===== config.mk =====
export PLATFORM = sky130hd
export DESIGN_NAME = string_literal_unescape
export DESIGN_NICKNAME = d
export VERILOG_FILES = /design/src/hdl/sle_pkg.sv /design/src/hdl/string_literal_unescape.sv
export SDC_FILE = /design/constraint.sdc
export NUM_CORES = 1
export LEC_CHECK = 0
export ABC_AREA = 1
export BUFFER_PORTS_ARGS = -buffer_cell sky130_fd_sc_hd__buf_4
export CORE_UTILIZATION = 25
export CTS_CLUSTER_DIAMETER = 120
export DETAILED_ROUTE_END_ITERATION = 12
export HOLD_SLACK_MARGIN = 0.08
export PLACE_DENSITY = 0.38
export SYNTH_ARGS = -nofsm -noshare
export SYNTH_HDL_FRONTEND = slang
export SYNTH_SLANG_ARGS = --single-unit

===== constraint.sdc =====
create_clock -name clock -period 4.6 [get_ports clock]
set_input_delay 0.46 -clock clock [delete_from_list [all_inputs] [get_ports clock]]
set_output_delay 0.46 -clock clock [all_outputs]
set_load 0.1 [all_outputs]

===== src/hdl/sle_pkg.sv =====
// ---------------------------------------------------------------------------
// String literal unescape package
// Character codes, result record and escape lookup functions.
// ---------------------------------------------------------------------------
package sle_pkg;

   localparam logic [7:0] CHR_BACKSLASH = 8'd92;
   localparam logic [7:0] CHR_ZERO      = 8'h30;
   localparam logic [7:0] CHR_X         = 8'h78;
   localparam logic [7:0] CHR_SPACE     = 8'h20;
   localparam logic [7:0] CHR_ESCAPE    = 8'd27;
   localparam int unsigned HEX_BITS     = 64;
   localparam int unsigned DIGIT_BITS   = 4;   // log2 of radix 16

   // One result record.
   typedef struct packed {
      logic       last;
      logic       bad;
      logic       has;
      logic [7:0] data;
   } rsp_type;

   typedef struct packed {
      logic       valid;
      logic [7:0] value;
   } esc_type;

   typedef struct packed {
      logic                  valid;
      logic [DIGIT_BITS-1:0] value;
   } digit_type;

   // Simple escape letter to character code.
   function automatic esc_type simple_escape(input logic [7:0] c);
      esc_type r;
      r.valid = 1'b1;
      r.value = c;
      case (c)
         8'd39:  r.value = 8'd39;
         8'd34:  r.value = 8'd34;
         8'd92:  r.value = 8'd92;
         8'h61:  r.value = 8'd7;
         8'h62:  r.value = 8'd8;
         8'h65:  r.value = CHR_ESCAPE;
         8'h66:  r.value = 8'd12;
         8'h6e:  r.value = 8'd10;
         8'h72:  r.value = 8'd13;
         8'h74:  r.value = 8'd9;
         8'h76:  r.value = 8'd11;
         default: r.valid = 1'b0;
      endcase
      return r;
   endfunction

   // Hex digit decode, either case.
   function automatic digit_type hex_digit(input logic [7:0] c);
      digit_type r;
      logic [7:0] t;
      r.valid = 1'b0;
      r.value = '0;
      t = 8'd0;
      if (c >= 8'h30 && c <= 8'h39) begin
         r.valid = 1'b1;
         t = c - 8'h30;
      end else if (c >= 8'h61 && c <= 8'h66) begin
         r.valid = 1'b1;
         t = c - 8'h57;
      end else if (c >= 8'h41 && c <= 8'h46) begin
         r.valid = 1'b1;
         t = c - 8'h37;
      end
      r.value = t[DIGIT_BITS-1:0];
      return r;
   endfunction

endpackage


===== src/hdl/string_literal_unescape.sv =====
// ---------------------------------------------------------------------------
// String literal unescape
// Decodes the escape sequences of a quoted string token, one byte a transfer.
// ---------------------------------------------------------------------------
// Usage:
//  - req_*: raw token bytes, opening quote first; req_tlast marks the closing
//    quote. Both quotes are dropped.
//  - rsp_*: decoded characters. rsp_tuser[0] is set when rsp_tdata carries a
//    character; clear only on the end marker, which also raises rsp_tlast.
//    rsp_tuser[1] flags a space that stands in for an illegal escape.
//  - An input byte gives zero, one or two results. It sits in an input
//    register, and a short decode feeds the registered result that drives
//    rsp_tvalid and the other rsp_* outputs.
//  - Throughput is one byte per cycle while rsp_tready stays high; a byte that
//    gives two results holds the input register until its second result is
//    taken, since the result register takes one record a cycle.
//  - A stalled rsp_tready holds the result register and, once the input
//    register has work pending, deasserts req_tready.
//  - Synchronous reset clears the valid flags and the decode state; the next
//    byte is taken as an opening quote. req_tready is already high when reset
//    is released.
// ---------------------------------------------------------------------------
module string_literal_unescape (
   input  logic       clock,
   input  logic       reset,
   input  logic       req_tvalid,
   output logic       req_tready,
   input  logic [7:0] req_tdata,   // [7:0] in_byte
   input  logic       req_tlast,
   output logic       rsp_tvalid,
   input  logic       rsp_tready,
   output logic [7:0] rsp_tdata,   // [7:0] out_byte
   output logic [1:0] rsp_tuser,   // [0] has_byte, [1] bad_escape
   output logic       rsp_tlast
);
   import sle_pkg::*;

   typedef enum logic [1:0] {
      MODE_PLAIN,
      MODE_ESC,
      MODE_ZERO,
      MODE_HEX
   } mode_type;

   localparam rsp_type RSP_END = '{last: 1'b1, bad: 1'b0, has: 1'b0, data: 8'd0};
   localparam rsp_type RSP_BAD = '{last: 1'b0, bad: 1'b1, has: 1'b1, data: CHR_SPACE};

   // Input register
   logic       in_valid_ff;
   logic [7:0] in_byte_ff;
   logic       in_last_ff;
   logic       phase_ff,  phase_in;

   // Decode state
   mode_type              mode_ff,     mode_in;
   logic                  at_start_ff, at_start_in;
   logic [HEX_BITS-1:0]   hex_ff,      hex_in;

   // Result register
   logic    rsp_valid_ff;
   rsp_type rsp_ff;

   // Decode outputs
   logic [1:0] count;
   rsp_type    res0, res1, res_sel;
   esc_type    esc;
   digit_type  dig;

   logic out_free, emit, consume;

   function automatic rsp_type data_rsp(input logic [7:0] c);
      rsp_type r;
      r.last = 1'b0;
      r.bad  = 1'b0;
      r.has  = 1'b1;
      r.data = c;
      return r;
   endfunction

   // Work out every result of the held byte and the state it leaves.
   always_comb begin
      esc         = simple_escape(in_byte_ff);
      dig         = hex_digit(in_byte_ff);
      count       = 2'd0;
      res0        = RSP_END;
      res1        = RSP_END;
      mode_in     = mode_ff;
      at_start_in = at_start_ff;
      hex_in      = hex_ff;
      if (at_start_ff) begin
         // Drop the opening quote; a one-byte token gives only the end marker.
         at_start_in = 1'b0;
         if (in_last_ff) begin
            count       = 2'd1;
            at_start_in = 1'b1;
            mode_in     = MODE_PLAIN;
            hex_in      = '0;
         end
      end else if (in_last_ff) begin
         // Closing quote: flush any pending escape, then the end marker.
         case (mode_ff)
            MODE_ESC, MODE_ZERO: begin
               count = 2'd2;
               res0  = RSP_BAD;
            end
            MODE_HEX: begin
               count = 2'd2;
               res0  = data_rsp(hex_ff[7:0]);
            end
            default: count = 2'd1;
         endcase
         at_start_in = 1'b1;
         mode_in     = MODE_PLAIN;
         hex_in      = '0;
      end else begin
         case (mode_ff)
            MODE_PLAIN: begin
               if (in_byte_ff == CHR_BACKSLASH) begin
                  mode_in = MODE_ESC;
               end else begin
                  count = 2'd1;
                  res0  = data_rsp(in_byte_ff);
               end
            end
            MODE_ESC: begin
               if (esc.valid) begin
                  count   = 2'd1;
                  res0    = data_rsp(esc.value);
                  mode_in = MODE_PLAIN;
               end else if (in_byte_ff == CHR_ZERO) begin
                  mode_in = MODE_ZERO;
               end else begin
                  count   = 2'd1;
                  res0    = RSP_BAD;
                  mode_in = MODE_PLAIN;
               end
            end
            MODE_ZERO: begin
               if (in_byte_ff == CHR_X) begin
                  mode_in = MODE_HEX;
                  hex_in  = '0;
               end else begin
                  // Backslash 0 without x is illegal; reprocess the byte as plain.
                  res0 = RSP_BAD;
                  if (in_byte_ff == CHR_BACKSLASH) begin
                     count   = 2'd1;
                     mode_in = MODE_ESC;
                  end else begin
                     count   = 2'd2;
                     res1    = data_rsp(in_byte_ff);
                     mode_in = MODE_PLAIN;
                  end
               end
            end
            default: begin
               if (dig.valid) begin
                  // Saturate once any of the top digit's bits would shift out.
                  if (|hex_ff[HEX_BITS-1 -: DIGIT_BITS]) begin
                     hex_in = '1;
                  end else begin
                     hex_in = {hex_ff[HEX_BITS-DIGIT_BITS-1:0], dig.value};
                  end
               end else begin
                  res0   = data_rsp(hex_ff[7:0]);
                  hex_in = '0;
                  if (in_byte_ff == CHR_BACKSLASH) begin
                     count   = 2'd1;
                     mode_in = MODE_ESC;
                  end else begin
                     count   = 2'd2;
                     res1    = data_rsp(in_byte_ff);
                     mode_in = MODE_PLAIN;
                  end
               end
            end
         endcase
      end
   end

   // Emit one result a cycle while the result register is free; retire the byte on its last result.
   assign out_free   = !rsp_valid_ff || rsp_tready;
   assign emit       = in_valid_ff && (count != 2'd0) && out_free;
   assign consume    = in_valid_ff &&
                       ((count == 2'd0) ||
                        (out_free && ({1'b0, phase_ff} == count - 2'd1)));
   assign res_sel    = phase_ff ? res1 : res0;
   // Hold the phase while the second result waits for the output.
   assign phase_in   = (phase_ff || emit) && !consume;
   assign req_tready = !in_valid_ff || consume;

   always_ff @(posedge clock) begin
      if (reset) begin
         in_valid_ff  <= 1'b0;
         phase_ff     <= 1'b0;
         mode_ff      <= MODE_PLAIN;
         at_start_ff  <= 1'b1;
         hex_ff       <= '0;
         rsp_valid_ff <= 1'b0;
      end else begin
         // Load the input register on a transfer, drop it once retired.
         if (req_tvalid && req_tready) begin
            in_valid_ff <= 1'b1;
            in_byte_ff  <= req_tdata;
            in_last_ff  <= req_tlast;
         end else if (consume) begin
            in_valid_ff <= 1'b0;
         end
         if (in_valid_ff) begin
            phase_ff <= phase_in;
         end
         // Advance the decode state only when the whole byte is done.
         if (consume) begin
            mode_ff     <= mode_in;
            at_start_ff <= at_start_in;
            hex_ff      <= hex_in;
         end
         if (emit) begin
            rsp_valid_ff <= 1'b1;
            rsp_ff       <= res_sel;
         end else if (rsp_tready) begin
            rsp_valid_ff <= 1'b0;
         end
      end
   end

   assign rsp_tvalid = rsp_valid_ff;
   assign rsp_tdata  = rsp_ff.data;
   assign rsp_tuser  = {rsp_ff.bad, rsp_ff.has};
   assign rsp_tlast  = rsp_ff.last;

endmodule


==> After elaboration in Yosys (flattened, before gate mapping) <==
Index checks and enable logic that the tools add are counted.
{ "totals": {"reg_bits": 90, "inputBits": 13, "out_inout_bits": 13, "elab_cells": 131} }
{ "classes": {"add_sub_neg": 4, "order_cmp": 6, "eq_ne": 22, "n_mux": 56, "n_bitwise": 1, "n_reduce_logical": 30} }
{ "ops": {"columns": ["op", "n"], "rows": [
  ["2-to-1 mux 64 bit", 6],
  ["2-to-1 mux 11 bit", 12],
  ["case mux 64 bit (2 select lines)", 1],
  ["case mux 8 bit (11 select lines)", 1],
  ["== test 8 x 7 -> 1 bit, second input constant", 10],
  ["case mux 11 bit (2 select lines)", 2],
  ["case mux 11 bit (3 select lines)", 1],
  ["2-to-1 mux 2 bit", 14],
  ["== test 8 x 6 -> 1 bit, second input constant", 3],
  ["greater-or-equal comparator 8 x 7 -> 1 bit, second input constant", 2],
  ["less-or-equal comparator 8 x 7 -> 1 bit, second input constant", 2],
  ["2-to-1 mux 1 bit", 14],
  ["2-to-1 mux 4 bit", 3],
  ["case mux 2 bit (3 select lines)", 2],
  ["OR reduction 11 bit", 1],
  ["logical AND 1 bit", 9],
  ["greater-or-equal comparator 8 x 6 -> 1 bit, second input constant", 1],
  ["less-or-equal comparator 8 x 6 -> 1 bit, second input constant", 1],
  ["AND reduction 4 bit", 2],
  ["subtractor 4 x 3 -> 4 bit, second input constant", 2],
  ["!= test 3 bit, second input constant", 2],
  ["nonzero test 2 bit", 3],
  ["!= test 5 x 2 -> 1 bit, second input constant", 1],
  ["== test 2 bit, second input constant", 2],
  ["other kinds (14)", 22]
]} }

==> Depth between registers and ports, before layout <==
Gate-level depths: netlist of the first run.
{ "logic_depth": {"ltp_word": 17, "mapped_depth": 23} }

==> Least setup slack after synthesis of the first run <==
OpenSTA, ideal clock, no wires.
{ "synth_path": {"kind": "register to register", "from": "register in_byte_ff[1]", "to": "register in_byte_ff[0] (enable)", "t_arrival_ns": 3.429, "required_ns": 4.226, "slack_ns": 0.796, "path_stages_with_launch": 18, "period_less_slack_ns": 3.804, "path_cell_list": "edfxtp_1 > inv_1 > ha_1 > nor3_1 > nor3_2 > inv_2 > nand2_2 > nand2_1 > nand2_1 > nor3_1 > o21ai_0 > ha_1 > inv_1 > nor2_1 > nand3_2 > nand2_1 > nand2_1 > nor2_1"} }
{ "synth_between": {"elab_chain_len": 17, "word_cells_on_any_way": 45, "classes_between": "1 x add/sub; 6 x order compare; 14 x eq/ne; 13 x mux; 11 x reduce/logical"} }
{ "synth_lines": {"columns": ["item", "line_no", "text"], "rows": [
  ["start, declared", "string_literal_unescape.sv:50", "logic [7:0] in_byte_ff;"],
  ["start signal, assigned", "string_literal_unescape.sv:203", "in_byte_ff <= req_tdata;"],
  ["greater-or-equal comparator 8 x 7 -> 1 bit / less-or-equal comparator 8 x 7 -> 1 bit (equally long branches)", "sle_pkg.sv:68", "end else if (c >= 8'h41 && c <= 8'h46) begin"],
  ["logical AND 1 bit", "sle_pkg.sv:68", null],
  ["2-to-1 mux 1 bit", "sle_pkg.sv:68", null],
  ["2-to-1 mux 1 bit", "sle_pkg.sv:65", "end else if (c >= 8'h61 && c <= 8'h66) begin"],
  ["2-to-1 mux 1 bit", "sle_pkg.sv:62", "if (c >= 8'h30 && c <= 8'h39) begin"],
  ["2-to-1 mux 2 bit", "string_literal_unescape.sv:156", "if (dig.valid) begin"],
  ["case mux 2 bit (3 select lines) *", "string_literal_unescape.sv:116", "case (mode_ff)"],
  ["2-to-1 mux 2 bit *", "string_literal_unescape.sv:99", "end else if (in_last_ff) begin"],
  ["[... 2 more ...]", null, null],
  ["== test 1 x 2 -> 1 bit", "string_literal_unescape.sv:185", "(out_free && ({1'b0, phase_ff} == count - 2'd1)));"],
  ["logical AND 1 bit", "string_literal_unescape.sv:185", null],
  ["logical OR 1 bit *", "string_literal_unescape.sv:184", "((count == 2'd0) ||"],
  ["logical AND 1 bit *", "string_literal_unescape.sv:183", "assign consume = in_valid_ff &&"],
  ["logical OR 1 bit *", "string_literal_unescape.sv:189", "assign req_tready = !in_valid_ff || consume;"],
  ["net req_tready", "string_literal_unescape.sv:27", "output logic req_tready,"],
  ["logical AND 1 bit *", "string_literal_unescape.sv:201", "if (req_tvalid && req_tready) begin"],
  ["AND reduction 2 bit (no line) *", null, null]
]} }
The timed path passes the listed nets; every way through them passes the cells marked *.
A chain may end at the register's enable or synchronous reset.

==> Final worst setup path of the first run <==
{ "layout_path": {"from": "register in_byte_ff[0]", "to": "register hex_ff[45]"} }
{ "layout_between": {"elab_chain_len": 15, "word_cells_on_any_way": 48, "classes_between": "1 x add/sub; 6 x order compare; 15 x eq/ne; 17 x mux; 9 x reduce/logical"} }
{ "layout_lines": {"columns": ["item", "line_no", "text"], "rows": [
  ["greater-or-equal comparator 8 x 7 -> 1 bit / less-or-equal comparator 8 x 7 -> 1 bit (equally long branches)", "sle_pkg.sv:68", null],
  ["logical AND 1 bit", "sle_pkg.sv:68", null],
  ["2-to-1 mux 1 bit", "sle_pkg.sv:68", null],
  ["2-to-1 mux 1 bit", "sle_pkg.sv:65", null],
  ["2-to-1 mux 1 bit", "sle_pkg.sv:62", null],
  ["2-to-1 mux 2 bit", "string_literal_unescape.sv:156", null],
  ["case mux 2 bit (3 select lines)", "string_literal_unescape.sv:116", null],
  ["2-to-1 mux 2 bit", "string_literal_unescape.sv:99", null],
  ["2-to-1 mux 2 bit", "string_literal_unescape.sv:90", "if (at_start_ff) begin"],
  ["subtractor 2 x 1 -> 2 bit", "string_literal_unescape.sv:185", null],
  ["== test 1 x 2 -> 1 bit", "string_literal_unescape.sv:185", null],
  ["logical AND 1 bit", "string_literal_unescape.sv:185", null],
  ["logical OR 1 bit", "string_literal_unescape.sv:184", null],
  ["logical AND 1 bit", "string_literal_unescape.sv:183", null],
  ["AND reduction 4 bit (no line)", null, null],
  ["end signal, assigned", "string_literal_unescape.sv:215", "hex_ff <= hex_in;"],
  ["end, declared", "string_literal_unescape.sv:57", "logic [HEX_BITS-1:0] hex_ff, hex_in;"]
]} }
Several ways; a longest one is shown, not always the timed one.

==> out/qor.json, run 1 <==
{
  "vias": {"value": 4692},
  "grt_overflow": {"value": 0},
  "reg2reg_to": {"value": "hex_ff[45]$_SDFFE_PP0P_"},
  "worst_path_most_repeated_cell": {"value": "inv_1"},
  "syn_nets": {"value": 847},
  "rsz_0062_raised_after_global_routing": {"value": "no"},
  "total_buffers_and_inverters_traversed_by_the_critical_path": {"value": 6},
  "port_buffers": {"value": 25},
  "route.detailed.vias_per_inst": {"value": 4.219},
  "overall_die_width": {"value": 148.9, "unit": "um"},
  "synthMostInstantiatedCell": {"value": "nor2_1"},
  "clock_sink_count": {"value": 90},
  "gate_count_post_synth": {"value": 824},
  "layout_worst_path_cycle_share": {"value": 0.8504},
  "async_flop_share": {"value": 0},
  "synth_flop_cell": {"value": "dfxtp_1"},
  "synthDistinctLibCells": {"value": 40},
  "cts-hold-fix-buffers": {"value": 0},
  "post-synth-top-area-fraction": {"value": 0.2597},
  "worst_hold_slack": {"value": 0.2865, "unit": "ns"},
  "htree_levels": {"value": 3},
  "yosysTopAreaCell": {"value": "dfxtp_1"},
  "worstReg2RegStart": {"value": "in_byte_ff[0]$_DFFE_PP_"},
  "clk_latency": {"value": 0.35, "unit": "ns"},
  "timing.hold.worst.start": {"value": "req_tdata[2]"},
  "synth-edff-count": {"value": 20},
  "post_synth_most_frequent_cells": {"value": "nor2_1 (289), nand2_1 (121), inv_1 (105)"},
  "dieArea": {"value": 22170, "unit": "sq um"},
  "routed_wirelength": {"value": 13220, "unit": "um"},
  "worst_slew_pin_tran": {"value": 0.7830, "unit": "ns"},
  "grt_pass1_vias": {"value": 4513},
  "total_leakage_power": {"value": 2.863, "unit": "nW"},
  "cts_tree": {"value": "yes"},
  "synth_top_cells_by_area": {"value": "dfxtp_1 (26%), nor2_1 (20%), edfxtp_1 (11%)"},
  "met1_usage_grt": {"value": 0.1681},
  "route.antenna.remaining_nets": {"value": 0},
  "vdd_ir_drop_max": {"value": 0.0001756, "unit": "V"},
  "postCtsResizedCells": {"value": 0},
  "powerDensity": {"value": 318.4, "unit": "nW/um^2"},
  "number_of_setup_violations_in_the_final_report": {"value": 0},
  "setup_tns": {"value": 0, "unit": "ns"},
  "met2_track_demand_over_resource_in_global_routing": {"value": 0.2016},
  "global_route.peak_usage_layer": {"value": "met2"},
  "groute.usage.overall": {"value": 0.1266},
  "slew-limit-headroom": {"value": 0.4761},
  "grt_max_degree": {"value": 59},
  "hpwlAfterDp": {"value": 8715, "unit": "um"},
  "cts_buffer_depth": {"value": 2},
  "crit_family": {"value": "simple AND/OR/NAND/NOR gates"},
  "finClkSkew": {"value": 0.007294, "unit": "ns"},
  "run_status": {"value": "completed"},
  "timing.final.max_slew_violations": {"value": 0},
  "global_route_wire_length_before_repair": {"value": 22230, "unit": "um"},
  "num_rows": {"value": 53},
  "tritoncts.num_buffers": {"value": 9},
  "design.final.nets": {"value": 855},
  "cp_cell_sequence": {"value": "inv_1 -> ha_1 -> inv_1 -> nor3_1 -> nand3_1 -> inv_1 -> nor2_1 -> nor2_1 -> inv_1 -> nand2_1 -> nor3_1 -> o21ai_0 -> ha_1 -> inv_1 -> nor2_1 -> nand3_2 -> nand2_2 -> nand4_4 -> buf_12 -> nand2_2 -> nand2_1 -> nor2_1"},
  "reg2reg_depth": {"value": 22},
  "ios": {"value": 26},
  "grt_antenna_before_repair": {"value": 0},
  "gp_routability_congestion": {"value": 0.9099},
  "arrival_time_worst_endpoint": {"value": 4.20, "unit": "ns"},
  "timing.critical_path.slowest_cell_delay": {"value": 0.50, "unit": "ns"},
  "hold_violations": {"value": 0},
  "firstDrtPassIters": {"value": 4},
  "post_synth_instance_area": {"value": 5395, "unit": "sq um"},
  "synth.ff_latch_count": {"value": 90},
  "cap_viol_max_count": {"value": 0},
  "critPathRequiredTime": {"value": 4.89, "unit": "ns"},
  "hold_depth": {"value": 1},
  "ff2ff_setup_slack": {"value": 0.69, "unit": "ns"},
  "hold_path_end": {"value": "in_byte_ff[2]$_DFFE_PP_"},
  "ys_warn_count": {"value": 0},
  "wire_per_inst": {"value": 11.89, "unit": "um"},
  "final_period_minus_worst_setup_slack": {"value": 3.912, "unit": "ns"},
  "fp.coreArea": {"value": 21090, "unit": "sq um"},
  "clkSlewWorstSetupHoldPaths": {"value": 0.07, "unit": "ns"},
  "area_delta_synth_final": {"value": 11.83, "unit": "%"},
  "cts.root.buffer_cell": {"value": "clkbuf_16"},
  "fmaxAchievable": {"value": 255.6, "unit": "MHz"},
  "worstSetupPathType": {"value": "register to register"},
  "synth.yosys.seq_area_share": {"value": 0.3711},
  "gr-usage-met3": {"value": 0.02385},
  "end_kind": {"value": "register"},
  "die_height": {"value": 148.9, "unit": "um"},
  "first_iter_violations": {"value": 232},
  "cts_setup_buffers": {"value": 0},
  "initial_utilization": {"value": 0.2558},
  "postSynthAreaPerCell": {"value": 6.548, "unit": "sq um"},
  "cp_slowest_cell": {"value": "nand4_4"},
  "drive_gt1_frac": {"value": 0.1589},
  "min_path_type": {"value": "input pin to register"},
  "diodes": {"value": 0},
  "residual_drc": {"value": 0},
  "cp_max_fo": {"value": 58},
  "critPathLaunchType": {"value": "register"}
}
[layer usage]
metal  vias up  routed length (um)
li1       2514                   -
met1      2071                6851
met2        88                5713
met3        19                 419
met4         0                 237
met5         -                   0
[metrics by stage]
stage | cells | worst slack (ns) | area [sq um] | power, mW | utilization
after floorplan | 824 | 0.7963 | 5395 | 1.159 | -
after global placement | 1096 | 0.6541 | 5753 | 1.233 | 0.2728
after detailed placement | 1096 | 0.6992 | 5753 | 1.229 | 0.2728
after CTS | 1112 | 0.6672 | 6033 | 1.972 | 0.2861
after global routing | 1112 | 0.2545 | 6033 | 2.040 | 0.2861
final | 1112 | 0.6880 | 6033 | 1.921 | 0.2861
[layout make-up]
class | count | area (sq um)
clock buffers | 10 | 239.0
repair buffers | 34 | 280.3
inverters | 112 | 420.4
well taps | 275 | 344.1
flip-flops and latches | 90 | 2002
clock inverters | 6 | 41.29
fillers | 2392 | 15050
multi-input cells | 585 | 2706
[how the worst max path moves through the flow]
stage	start	endpoint	slack (ns)	cells after the start
final	in_byte_ff[0]$_DFFE_PP_	hex_ff[45]$_SDFFE_PP0P_	0.69	22
after global routing	in_byte_ff[0]$_DFFE_PP_	hex_ff[50]$_SDFFE_PP0P_	0.25	22
after CTS	in_byte_ff[0]$_DFFE_PP_	hex_ff[45]$_SDFFE_PP0P_	0.67	22
after detailed placement	in_byte_ff[0]$_DFFE_PP_	hex_ff[45]$_SDFFE_PP0P_	0.70	22
after global placement	in_byte_ff[0]$_DFFE_PP_	hex_ff[17]$_SDFFE_PP0P_	0.65	21
after floorplan	in_byte_ff[1]$_DFFE_PP_	in_byte_ff[0]$_DFFE_PP_	0.80	17
[flip-flops by register name, summed over array words and instances, names as in the netlist, 2 cells and up]
signal / cells
hex_ff: 64
rsp_tuser: 2
mode_ff: 2
in_byte_ff: 8
rsp_tdata: 8
[cell families (layout without fill, tap and decap cells)]
kind of cell               count (synthesis)  after routing  share of synthesized area
buffers and inverters                    149            162                     0.1282
AOI/OAI and AO/OA                         57             57                    0.06401
DFF                                       90             90                     0.3711
and+or+nand+nor                          518            518                     0.4135
adders and majority gates                 10             10                    0.02319
[cell usage in the layout (no fill, tap or decap), drive strengths merged, types with 2 or more instances in the layout]
cell,n
nor2,294
nand2,187
inv,112
dfxtp,70
buf,34
o21ai,22
edfxtp,20
nand3,17
a21oi,13
nor3,11
ha,10
clkbuf,10
nand4,7
clkinv,6
o211ai,5
o22ai,5
o32ai,2
a31oi,2
o2111ai,2
[where the power goes]
group	internal, mW	switching (mW)	total [mW]
combinational	0.105	0.231	0.336
clock	0.383	0.332	0.714
sequential	0.847	0.0235	0.870
(Power assumes the default switching activity.)
==> inputs of run 2 (changes only) <==
--- a/config.mk
+++ b/config.mk
@@ -5,13 +5,13 @@
 export SDC_FILE = /design/constraint.sdc
 export NUM_CORES = 1
 export LEC_CHECK = 0
-export ABC_AREA = 1
 export BUFFER_PORTS_ARGS = -buffer_cell sky130_fd_sc_hd__buf_4
 export CORE_UTILIZATION = 25
 export CTS_CLUSTER_DIAMETER = 120
 export DETAILED_ROUTE_END_ITERATION = 12
 export HOLD_SLACK_MARGIN = 0.08
 export PLACE_DENSITY = 0.38
+export SLEW_MARGIN = 25
 export SYNTH_ARGS = -nofsm -noshare
 export SYNTH_HDL_FRONTEND = slang
 export SYNTH_SLANG_ARGS = --single-unit
==> out/qor.json, run 2 <==
{
  "cts-hold-fix-buffers": {"value": 0, "change": "unchanged"},
  "clkSlewWorstSetupHoldPaths": {"value": 0.07, "unit": "ns", "change": "about the same"},
  "global_route_wire_length_before_repair": {"value": 18410, "unit": "um", "change": "was 22230 um"},
  "ios": {"value": 26, "change": "unchanged"},
  "cp_slowest_cell": {"value": "or4b_4", "change": "was nand4_4"},
  "design.final.nets": {"value": 482, "change": "was 855"},
  "cp_max_fo": {"value": 64, "change": "was 58"},
  "layout_worst_path_cycle_share": {"value": 0.8405, "change": "was 0.8504"},
  "timing.critical_path.slowest_cell_delay": {"value": 0.54, "unit": "ns", "change": "was 0.50 ns"},
  "min_path_type": {"value": "input pin to register", "change": "unchanged"},
  "number_of_setup_violations_in_the_final_report": {"value": 0, "change": "unchanged"},
  "synth.yosys.seq_area_share": {"value": 0.4272, "change": "was 0.3711"},
  "worst_slew_pin_tran": {"value": 0.6454, "unit": "ns", "change": "was 0.7830 ns"},
  "synth-edff-count": {"value": 20, "change": "unchanged"},
  "synthMostInstantiatedCell": {"value": "nor2_1", "change": "unchanged"},
  "clock_sink_count": {"value": 90, "change": "unchanged"},
  "area_delta_synth_final": {"value": 13.86, "unit": "%", "change": "was 11.83%"},
  "cp_cell_sequence": {"value": "inv_1 -> ha_1 -> nand3_1 -> o21ai_1 -> or4b_4 -> nand2_1 -> ha_1 -> nand2_1 -> a2111oi_0 -> mux2_2 -> o21bai_4 -> buf_12 -> o2bb2ai_1", "change": "was inv_1 -> ha_1 -> inv_1 -> nor3_1 -> nand3_1 -> inv_1 -> nor2_1 -> nor2_1 -> inv_1 -> nand2_1 -> nor3_1 -> o21ai_0 -> ha_1 -> inv_1 -> nor2_1 -> nand3_2 -> nand2_2 -> nand4_4 -> buf_12 -> nand2_2 -> nand2_1 -> nor2_1"},
  "timing.final.max_slew_violations": {"value": 0, "change": "unchanged"},
  "cap_viol_max_count": {"value": 0, "change": "unchanged"},
  "grt_overflow": {"value": 0, "change": "unchanged"},
  "place_inst": {"value": 677, "change": "was 1096"},
  "cts.root.buffer_cell": {"value": "clkbuf_16", "change": "unchanged"},
  "vias": {"value": 3493, "change": "was 4692"},
  "total_buffers_and_inverters_traversed_by_the_critical_path": {"value": 2, "change": "was 6"},
  "die_height": {"value": 138.9, "unit": "um", "change": "was 148.9 um"},
  "cts_tree": {"value": "yes", "change": "unchanged"},
  "worstSetupPathType": {"value": "register to register", "change": "unchanged"},
  "clk_latency": {"value": 0.35, "unit": "ns", "change": "about the same"},
  "drive_gt1_frac": {"value": 0.2565, "change": "was 0.1589"},
  "num_rows": {"value": 49, "change": "was 53"},
  "groute.usage.overall": {"value": 0.1190, "change": "was 0.1266"},
  "layout_setup_ws": {"value": 0.7336, "unit": "ns", "change": "was 0.6880 ns"},
  "ff2ff_setup_slack": {"value": 0.73, "unit": "ns", "change": "was 0.69 ns"},
  "firstDrtPassIters": {"value": 9, "change": "was 4"},
  "largest_register_ff_count": {"value": 64, "change": "unchanged"},
  "setup_tns": {"value": 0, "unit": "ns", "change": "unchanged"},
  "detailed_place.area": {"value": 5055, "unit": "sq um", "change": "was 5753 sq um"},
  "async_flop_share": {"value": 0, "change": "unchanged"},
  "crit_family": {"value": "simple AND/OR/NAND/NOR gates", "change": "unchanged"},
  "port_buffers": {"value": 25, "change": "unchanged"},
  "ys_warn_count": {"value": 0, "change": "unchanged"},
  "postCtsResizedCells": {"value": 0, "change": "unchanged"},
  "diodes": {"value": 0, "change": "unchanged"},
  "worstReg2RegStart": {"value": "in_byte_ff[0]$_DFFE_PP_", "change": "unchanged"},
  "overall_die_width": {"value": 138.9, "unit": "um", "change": "was 148.9 um"},
  "gp_routability_congestion": {"value": 0.8009, "change": "was 0.9099"},
  "final_cell_mix": {"value": "nor2_1 (79), dfxtp_1 (70), o2bb2ai_2 (60)", "change": "was nor2_1 (289), nand2_1 (121), inv_1 (105)"},
  "post_synth_instance_area": {"value": 4686, "unit": "sq um", "change": "was 5395 sq um"},
  "tritoncts.num_buffers": {"value": 9, "change": "unchanged"},
  "wire_per_inst": {"value": 15.76, "unit": "um", "change": "was 11.89 um"},
  "fp.coreArea": {"value": 18150, "unit": "sq um", "change": "was 21090 sq um"},
  "vdd_ir_drop_max": {"value": 0.0001944, "unit": "V", "change": "was 0.0001756 V"},
  "dieArea": {"value": 19290, "unit": "sq um", "change": "was 22170 sq um"},
  "seq_area": {"value": 2002, "unit": "sq um", "change": "unchanged"},
  "yosysTopAreaCell": {"value": "dfxtp_1", "change": "unchanged"},
  "violations": {"value": "design-rule violations"},
  "slew-limit-headroom": {"value": 0.5697, "change": "was 0.4761"},
  "gate_count_post_synth": {"value": 450, "change": "was 824"},
  "hpwlAfterDp": {"value": 7162, "unit": "um", "change": "was 8715 um"},
  "first_iter_violations": {"value": 266, "change": "was 232"},
  "synth_top_cells_by_area": {"value": "dfxtp_1 (30%), o2bb2ai_2 (19%), edfxtp_1 (13%)", "change": "was dfxtp_1 (26%), nor2_1 (20%), edfxtp_1 (11%)"},
  "residual_drc": {"value": 3, "change": "was 0"},
  "postSynthAreaPerCell": {"value": 10.41, "unit": "sq um", "change": "was 6.548 sq um"},
  "synth.ff_latch_count": {"value": 90, "change": "unchanged"},
  "final_period_minus_worst_setup_slack": {"value": 3.866, "unit": "ns", "change": "was 3.912 ns"},
  "initial_utilization": {"value": 0.2582, "change": "was 0.2558"},
  "total_leakage_power": {"value": 1.766, "unit": "nW", "change": "was 2.863 nW"},
  "multiInputGateArea": {"value": 2460, "unit": "sq um", "change": "was 2706 sq um"},
  "critPathRequiredTime": {"value": 4.82, "unit": "ns", "change": "was 4.89 ns"},
  "grt_pass1_vias": {"value": 3366, "change": "was 4513"},
  "end_kind": {"value": "register", "change": "unchanged"},
  "htree_levels": {"value": 3, "change": "unchanged"},
  "routed_wirelength": {"value": 10920, "unit": "um", "change": "was 13220 um"},
  "post-synth-top-area-fraction": {"value": 0.2991, "change": "was 0.2597"},
  "hold_violations": {"value": 0, "change": "unchanged"},
  "final_common_cell": {"value": "nor2_1", "change": "unchanged"},
  "finClkSkew": {"value": 0.005242, "unit": "ns", "change": "was 0.007294 ns"},
  "arrival_time_worst_endpoint": {"value": 4.09, "unit": "ns", "change": "was 4.20 ns"},
  "cts_setup_buffers": {"value": 0, "change": "unchanged"},
  "cts_buffer_depth": {"value": 2, "change": "unchanged"},
  "stdcell_count": {"value": 693, "change": "was 1112"},
  "post_synth_most_frequent_cells": {"value": "nor2_1 (79), dfxtp_1 (70), o2bb2ai_2 (60)", "change": "was nor2_1 (289), nand2_1 (121), inv_1 (105)"},
  "timing.critical_path.to": {"value": "hex_ff[13]$_SDFFE_PP0P_", "change": "was hex_ff[45]$_SDFFE_PP0P_"},
  "grt_max_degree": {"value": 65, "change": "was 59"},
  "biggest_register": {"value": "hex_ff", "change": "unchanged"},
  "run_status": {"value": "complete, but fails checks", "change": "was completed"},
  "rsz_0062_raised_after_global_routing": {"value": "no", "change": "unchanged"},
  "synthDistinctLibCells": {"value": 64, "change": "was 40"},
  "layout.filler_cells": {"value": 1902, "change": "was 2392"},
  "grt_antenna_before_repair": {"value": 0, "change": "unchanged"},
  "syn_nets": {"value": 473, "change": "was 847"},
  "synth_flop_cell": {"value": "dfxtp_1", "change": "unchanged"},
  "fin_total_pwr": {"value": 1.649, "unit": "mW", "change": "was 1.921 mW"},
  "final_design_area_no_fill": {"value": 5335, "unit": "sq um", "change": "was 6033 sq um"},
  "route.antenna.remaining_nets": {"value": 0, "change": "unchanged"},
  "route.detailed.vias_per_inst": {"value": 5.040, "change": "was 4.219"},
  "reg2reg_to": {"value": "hex_ff[13]$_SDFFE_PP0P_", "change": "was hex_ff[45]$_SDFFE_PP0P_"},
  "critPathLaunchType": {"value": "register", "change": "unchanged"},
  "pre_cts_ws": {"value": 0.7885, "unit": "ns", "change": "was 0.6992 ns"},
  "startpoint": {"value": "in_byte_ff[0]$_DFFE_PP_", "change": "unchanged"},
  "reg2reg_depth": {"value": 13, "change": "was 22"},
  "fmaxAchievable": {"value": 258.6, "unit": "MHz", "change": "was 255.6 MHz"},
  "powerDensity": {"value": 309.1, "unit": "nW/um^2", "change": "was 318.4 nW/um^2"},
  "cell_count_along_the_critical_path": {"value": 13, "change": "was 22"}
}
==> run 2: per-layer routing <==
layer / up-vias / track usage / part of all wire
met1: 1698 / 0.1751 / 0.53
met5: - / 0 / 0
met3: 11 / 0.02831 / 0.042
li1: 1711 / - / -
met4: 0 / 0.05380 / 0.016
met2: 73 / 0.1616 / 0.41
==> run 2: how the worst min path moves through the flow <==
stage,slack [ns],start,depth (start not counted),to
6_report,0.29,req_tdata[4],1,in_byte_ff[4]$_DFFE_PP_
5_1_grt,0.27,req_tdata[4],1,in_byte_ff[4]$_DFFE_PP_
4_1_cts,0.27,req_tdata[4],1,in_byte_ff[4]$_DFFE_PP_
3_5_place_dp,0.45,hex_ff[13]$_SDFFE_PP0P_,1,hex_ff[13]$_SDFFE_PP0P_
3_3_place_gp,0.45,hex_ff[14]$_SDFFE_PP0P_,1,hex_ff[14]$_SDFFE_PP0P_
2_1_floorplan,0.43,hex_ff[12]$_SDFFE_PP0P_,1,hex_ff[12]$_SDFFE_PP0P_
==> run 2: logic make-up after synthesis <==
| logic type | after synthesis | share of synthesized area |
|---|---|---|
| adders and majority gates | 10 | 0.02670 |
| DFF | 90 | 0.4272 |
| xor gates and xnor gates | 3 | 0.005609 |
| AOI/OAI and AO/OA | 143 | 0.3226 |
| muxes | 3 | 0.006676 |
| and+or+nand+nor | 154 | 0.1605 |
| buffers and inverters | 47 | 0.05073 |
==> run 2: power breakdown <==
group	total [mW]	internal (mW)	switching, mW
clock	0.703	0.384	0.319
sequential	0.831	0.815	0.0158
combinational	0.115	0.0374	0.0781
total	1.65	1.24	0.413
==> run 2: final cells by class <==
| cell class | count | area share |
|---|---|---|
| well taps | 229 | 0.05371 |
| repair buffers | 30 | 0.04690 |
| inverters | 15 | 0.01055 |
| flip-flops and latches | 90 | 0.3752 |
| multi-input cells | 313 | 0.4611 |
| clock buffers | 11 | 0.04550 |
| clock inverters | 5 | 0.007036 |
==> run 2: stage by stage <==
step	utilization	hold slack [ns]
finish	0.2940	0.2862
global route	0.2940	0.2718
CTS	0.2940	0.2727
detailed placement	0.2785	0.4539
global placement	0.2785	0.4492
floorplan	-	0.4330
==> inputs of run 3 (changes only) <==
==> constraint.sdc (replaced) <==
create_clock -name clock -period 3.7 [get_ports clock]
set_input_delay 0.37 -clock clock [delete_from_list [all_inputs] [get_ports clock]]
set_output_delay 0.37 -clock clock [all_outputs]
set_load 0.1 [all_outputs]
==> out/qor.json, run 3 (synthesis gave the netlist of run 2 again) <==
{
  "run_status": {"value": "completed", "change": "was complete, but fails checks"},
  "slew-limit-headroom": {"value": 0.6380, "change": "was 0.5697"},
  "critPathRequiredTime": {"value": 3.98, "unit": "ns", "change": "was 4.82 ns"},
  "htree_levels": {"value": 3, "change": "unchanged"},
  "end_kind": {"value": "register", "change": "unchanged"},
  "num_rows": {"value": 49, "change": "unchanged"},
  "global_route_wire_length_before_repair": {"value": 18270, "unit": "um", "change": "was 18410 um"},
  "fp.coreArea": {"value": 18150, "unit": "sq um", "change": "unchanged"},
  "clkSlewWorstSetupHoldPaths": {"value": 0.06, "unit": "ns", "change": "was 0.07 ns"},
  "power_frac_clock": {"value": 0.449, "change": "was 0.426"},
  "grt_antenna_before_repair": {"value": 0, "change": "unchanged"},
  "wire_per_inst": {"value": 15.40, "unit": "um", "change": "was 15.76 um"},
  "worst_path_most_repeated_cell": {"value": "nand2_1"},
  "worstReg2RegStart": {"value": "in_byte_ff[0]$_DFFE_PP_", "change": "unchanged"},
  "comb_power_share": {"value": 0.074, "change": "was 0.070"},
  "powerDensity": {"value": 388.0, "unit": "nW/um^2", "change": "was 309.1 nW/um^2"},
  "vias": {"value": 3474, "change": "was 3493"},
  "drive_gt1_frac": {"value": 0.2925, "change": "was 0.2565"},
  "critPathLaunchType": {"value": "register", "change": "unchanged"},
  "timing.hold.worst.start": {"value": "req_tlast", "change": "was req_tdata[4]"},
  "diodes": {"value": 0, "change": "unchanged"},
  "largest_register_ff_count": {"value": 64, "change": "unchanged"},
  "biggest_register": {"value": "hex_ff", "change": "unchanged"},
  "cp_max_fo": {"value": 9, "change": "was 64"},
  "final_cell_mix": {"value": "nor2_1 (79), dfxtp_1 (70), o2bb2ai_2 (60)", "change": "unchanged"},
  "overall_die_width": {"value": 138.9, "unit": "um", "change": "unchanged"},
  "grt_pass1_vias": {"value": 3403, "change": "was 3366"},
  "dieArea": {"value": 19290, "unit": "sq um", "change": "unchanged"},
  "p_switching": {"value": 0.4866, "unit": "mW", "change": "was 0.4126 mW"},
  "cp_cell_sequence": {"value": "buf_4 -> ha_1 -> o21bai_1 -> a21boi_2 -> o31ai_2 -> nand2_1 -> o21ai_0 -> nand2_1 -> ha_1 -> nand2_1 -> a2111oi_0 -> mux2_2 -> o21bai_4 -> buf_4 -> o2bb2ai_2", "change": "was inv_1 -> ha_1 -> nand3_1 -> o21ai_1 -> or4b_4 -> nand2_1 -> ha_1 -> nand2_1 -> a2111oi_0 -> mux2_2 -> o21bai_4 -> buf_12 -> o2bb2ai_1"},
  "final_common_cell": {"value": "nor2_1", "change": "unchanged"},
  "residual_drc": {"value": 0, "change": "was 3"},
  "routed_wirelength": {"value": 10950, "unit": "um", "change": "was 10920 um"},
  "worstSetupPathType": {"value": "register to register", "change": "unchanged"},
  "route.detailed.vias_per_inst": {"value": 4.886, "change": "was 5.040"},
  "final_period_minus_worst_setup_slack": {"value": 3.481, "unit": "ns", "change": "was 3.866 ns"},
  "sw_frac_of_total": {"value": 0.2261, "change": "was 0.2502"},
  "worst_slew_pin_tran": {"value": 0.5429, "unit": "ns", "change": "was 0.6454 ns"},
  "design.final.nets": {"value": 502, "change": "was 482"},
  "area_delta_synth_final": {"value": 18.37, "unit": "%", "change": "was 13.86%"},
  "timing.final.max_slew_violations": {"value": 0, "change": "unchanged"},
  "layout_worst_path_cycle_share": {"value": 0.9408, "change": "was 0.8405"},
  "firstDrtPassIters": {"value": 6, "change": "was 9"},
  "rsz_0062_raised_after_global_routing": {"value": "no", "change": "unchanged"},
  "first_iter_violations": {"value": 224, "change": "was 266"},
  "groute.usage.overall": {"value": 0.1192, "change": "was 0.1190"},
  "number_of_setup_violations_in_the_final_report": {"value": 0, "change": "unchanged"},
  "timing.critical_path.slowest_cell_delay": {"value": 0.40, "unit": "ns", "change": "was 0.54 ns"},
  "min_path_type": {"value": "input pin to register", "change": "unchanged"},
  "hpwlAfterDp": {"value": 7670, "unit": "um", "change": "was 7162 um"},
  "total_leakage_power": {"value": 1.889, "unit": "nW", "change": "was 1.766 nW"},
  "gp_routability_congestion": {"value": 0.8179, "change": "was 0.8009"},
  "cp_slowest_cell": {"value": "edfxtp_1", "change": "was or4b_4"},
  "fmaxAchievable": {"value": 287.3, "unit": "MHz", "change": "was 258.6 MHz"},
  "initial_utilization": {"value": 0.2582, "change": "unchanged"},
  "finClkSkew": {"value": 0.007157, "unit": "ns", "change": "was 0.005242 ns"},
  "vdd_ir_drop_max": {"value": 0.0002166, "unit": "V", "change": "was 0.0001944 V"},
  "route.antenna.remaining_nets": {"value": 0, "change": "unchanged"},
  "layout.filler_cells": {"value": 1896, "change": "was 1902"},
  "p_int": {"value": 1.665, "unit": "mW", "change": "was 1.237 mW"},
  "cts.root.buffer_cell": {"value": "clkbuf_16", "change": "unchanged"},
  "clock_sink_count": {"value": 90, "change": "unchanged"},
  "power_frac_seq": {"value": 0.476, "change": "was 0.504"},
  "grt_overflow": {"value": 0, "change": "unchanged"},
  "hold_violations": {"value": 0, "change": "unchanged"},
  "clk_latency": {"value": 0.34, "unit": "ns", "change": "was 0.35 ns"},
  "port_buffers": {"value": 25, "change": "unchanged"},
  "cts_tree": {"value": "yes", "change": "unchanged"},
  "startpoint": {"value": "in_byte_ff[0]$_DFFE_PP_", "change": "unchanged"},
  "tritoncts.num_buffers": {"value": 9, "change": "unchanged"},
  "cts_buffer_depth": {"value": 2, "change": "unchanged"},
  "grt_max_degree": {"value": 57, "change": "was 65"},
  "cts-hold-fix-buffers": {"value": 0, "change": "unchanged"},
  "cap_viol_max_count": {"value": 0, "change": "unchanged"},
  "die_height": {"value": 138.9, "unit": "um", "change": "unchanged"},
  "arrival_time_worst_endpoint": {"value": 3.76, "unit": "ns", "change": "was 4.09 ns"},
  "fin_total_pwr": {"value": 2.152, "unit": "mW", "change": "was 1.649 mW"},
  "ios": {"value": 26, "change": "unchanged"},
  "setup_tns": {"value": 0, "unit": "ns", "change": "unchanged"}
}
## run 3: final cells by class
cell class                 instances  area (sq um)  share of cell area
clock inverter                     3         42.54            0.007670
tap                              229         286.5             0.05166
clock buffer                      11         275.3             0.04963
timing repair buffer              50         412.9             0.07444
inverter                          15         56.30             0.01015
multi-input combinational        313          2471              0.4455
sequential                        90          2002              0.3609
## run 3: timing repair
action	CTS	global route
endpoints found under the setup margin	0	66
resized for setup	0	3
buffers inserted	0	2
## run 3: critical path, delay by kind of cell (launching register included)
family                     cells  cell delay (ns)
muxes                          1             0.28
adders and majority gates      2             0.56
DFF                            1             0.40
buffers and inverters          2             0.40
AOI/OAI and AO/OA              7             1.47
and+or+nand+nor                3             0.30
## run 3: metrics by stage
stage / utilization / setup slack [ns] / hold slack, ns / cell area [sq um] / cells
after global routing: 0.3056 / 0.02560 / 0.1892 / 5547 / 711
after CTS: 0.3044 / 0.07271 / 0.1930 / 5524 / 709
final: 0.3056 / 0.2191 / 0.2101 / 5547 / 711
after floorplan: - / 0.003969 / 0.4330 / 4690 / 450
after global placement: 0.2869 / 0.1134 / 0.4483 / 5206 / 695
after detailed placement: 0.2869 / 0.08976 / 0.4478 / 5206 / 695
## run 3: final timing paths
check | to | slack, ns | cells past startpoint
worst max-delay path | hex_ff[29]$_SDFFE_PP0P_ | 0.22 | 15
worst min-delay path | in_last_ff$_DFFE_PP_ | 0.21 | 1
worst max register to register | hex_ff[29]$_SDFFE_PP0P_ | 0.22 | 15
worst min register to register | hex_ff[13]$_SDFFE_PP0P_ | 0.46 | 1
## run 3: routing by layer
| metal | up-vias | routed length [um] | track usage |
|---|---|---|---|
| li1 | 1752 | - | - |
| met1 | 1644 | 5558 | 0.1678 |
| met2 | 65 | 4752 | 0.1736 |
| met3 | 13 | 411 | 0.02693 |
| met4 | 0 | 224 | 0.05088 |
| met5 | - | 0 | 0 |
## run 3: power groups by stage
stage                     Sequential (mW)  Combinational (mW)  Clock, mW
after floorplan                      1.06              0.0966          0
after global placement               1.05               0.160          0
after detailed placement             1.05               0.159          0
after CTS                            1.03               0.160       1.01
after global routing                 1.03               0.174       1.04
final                                1.03               0.160      0.967
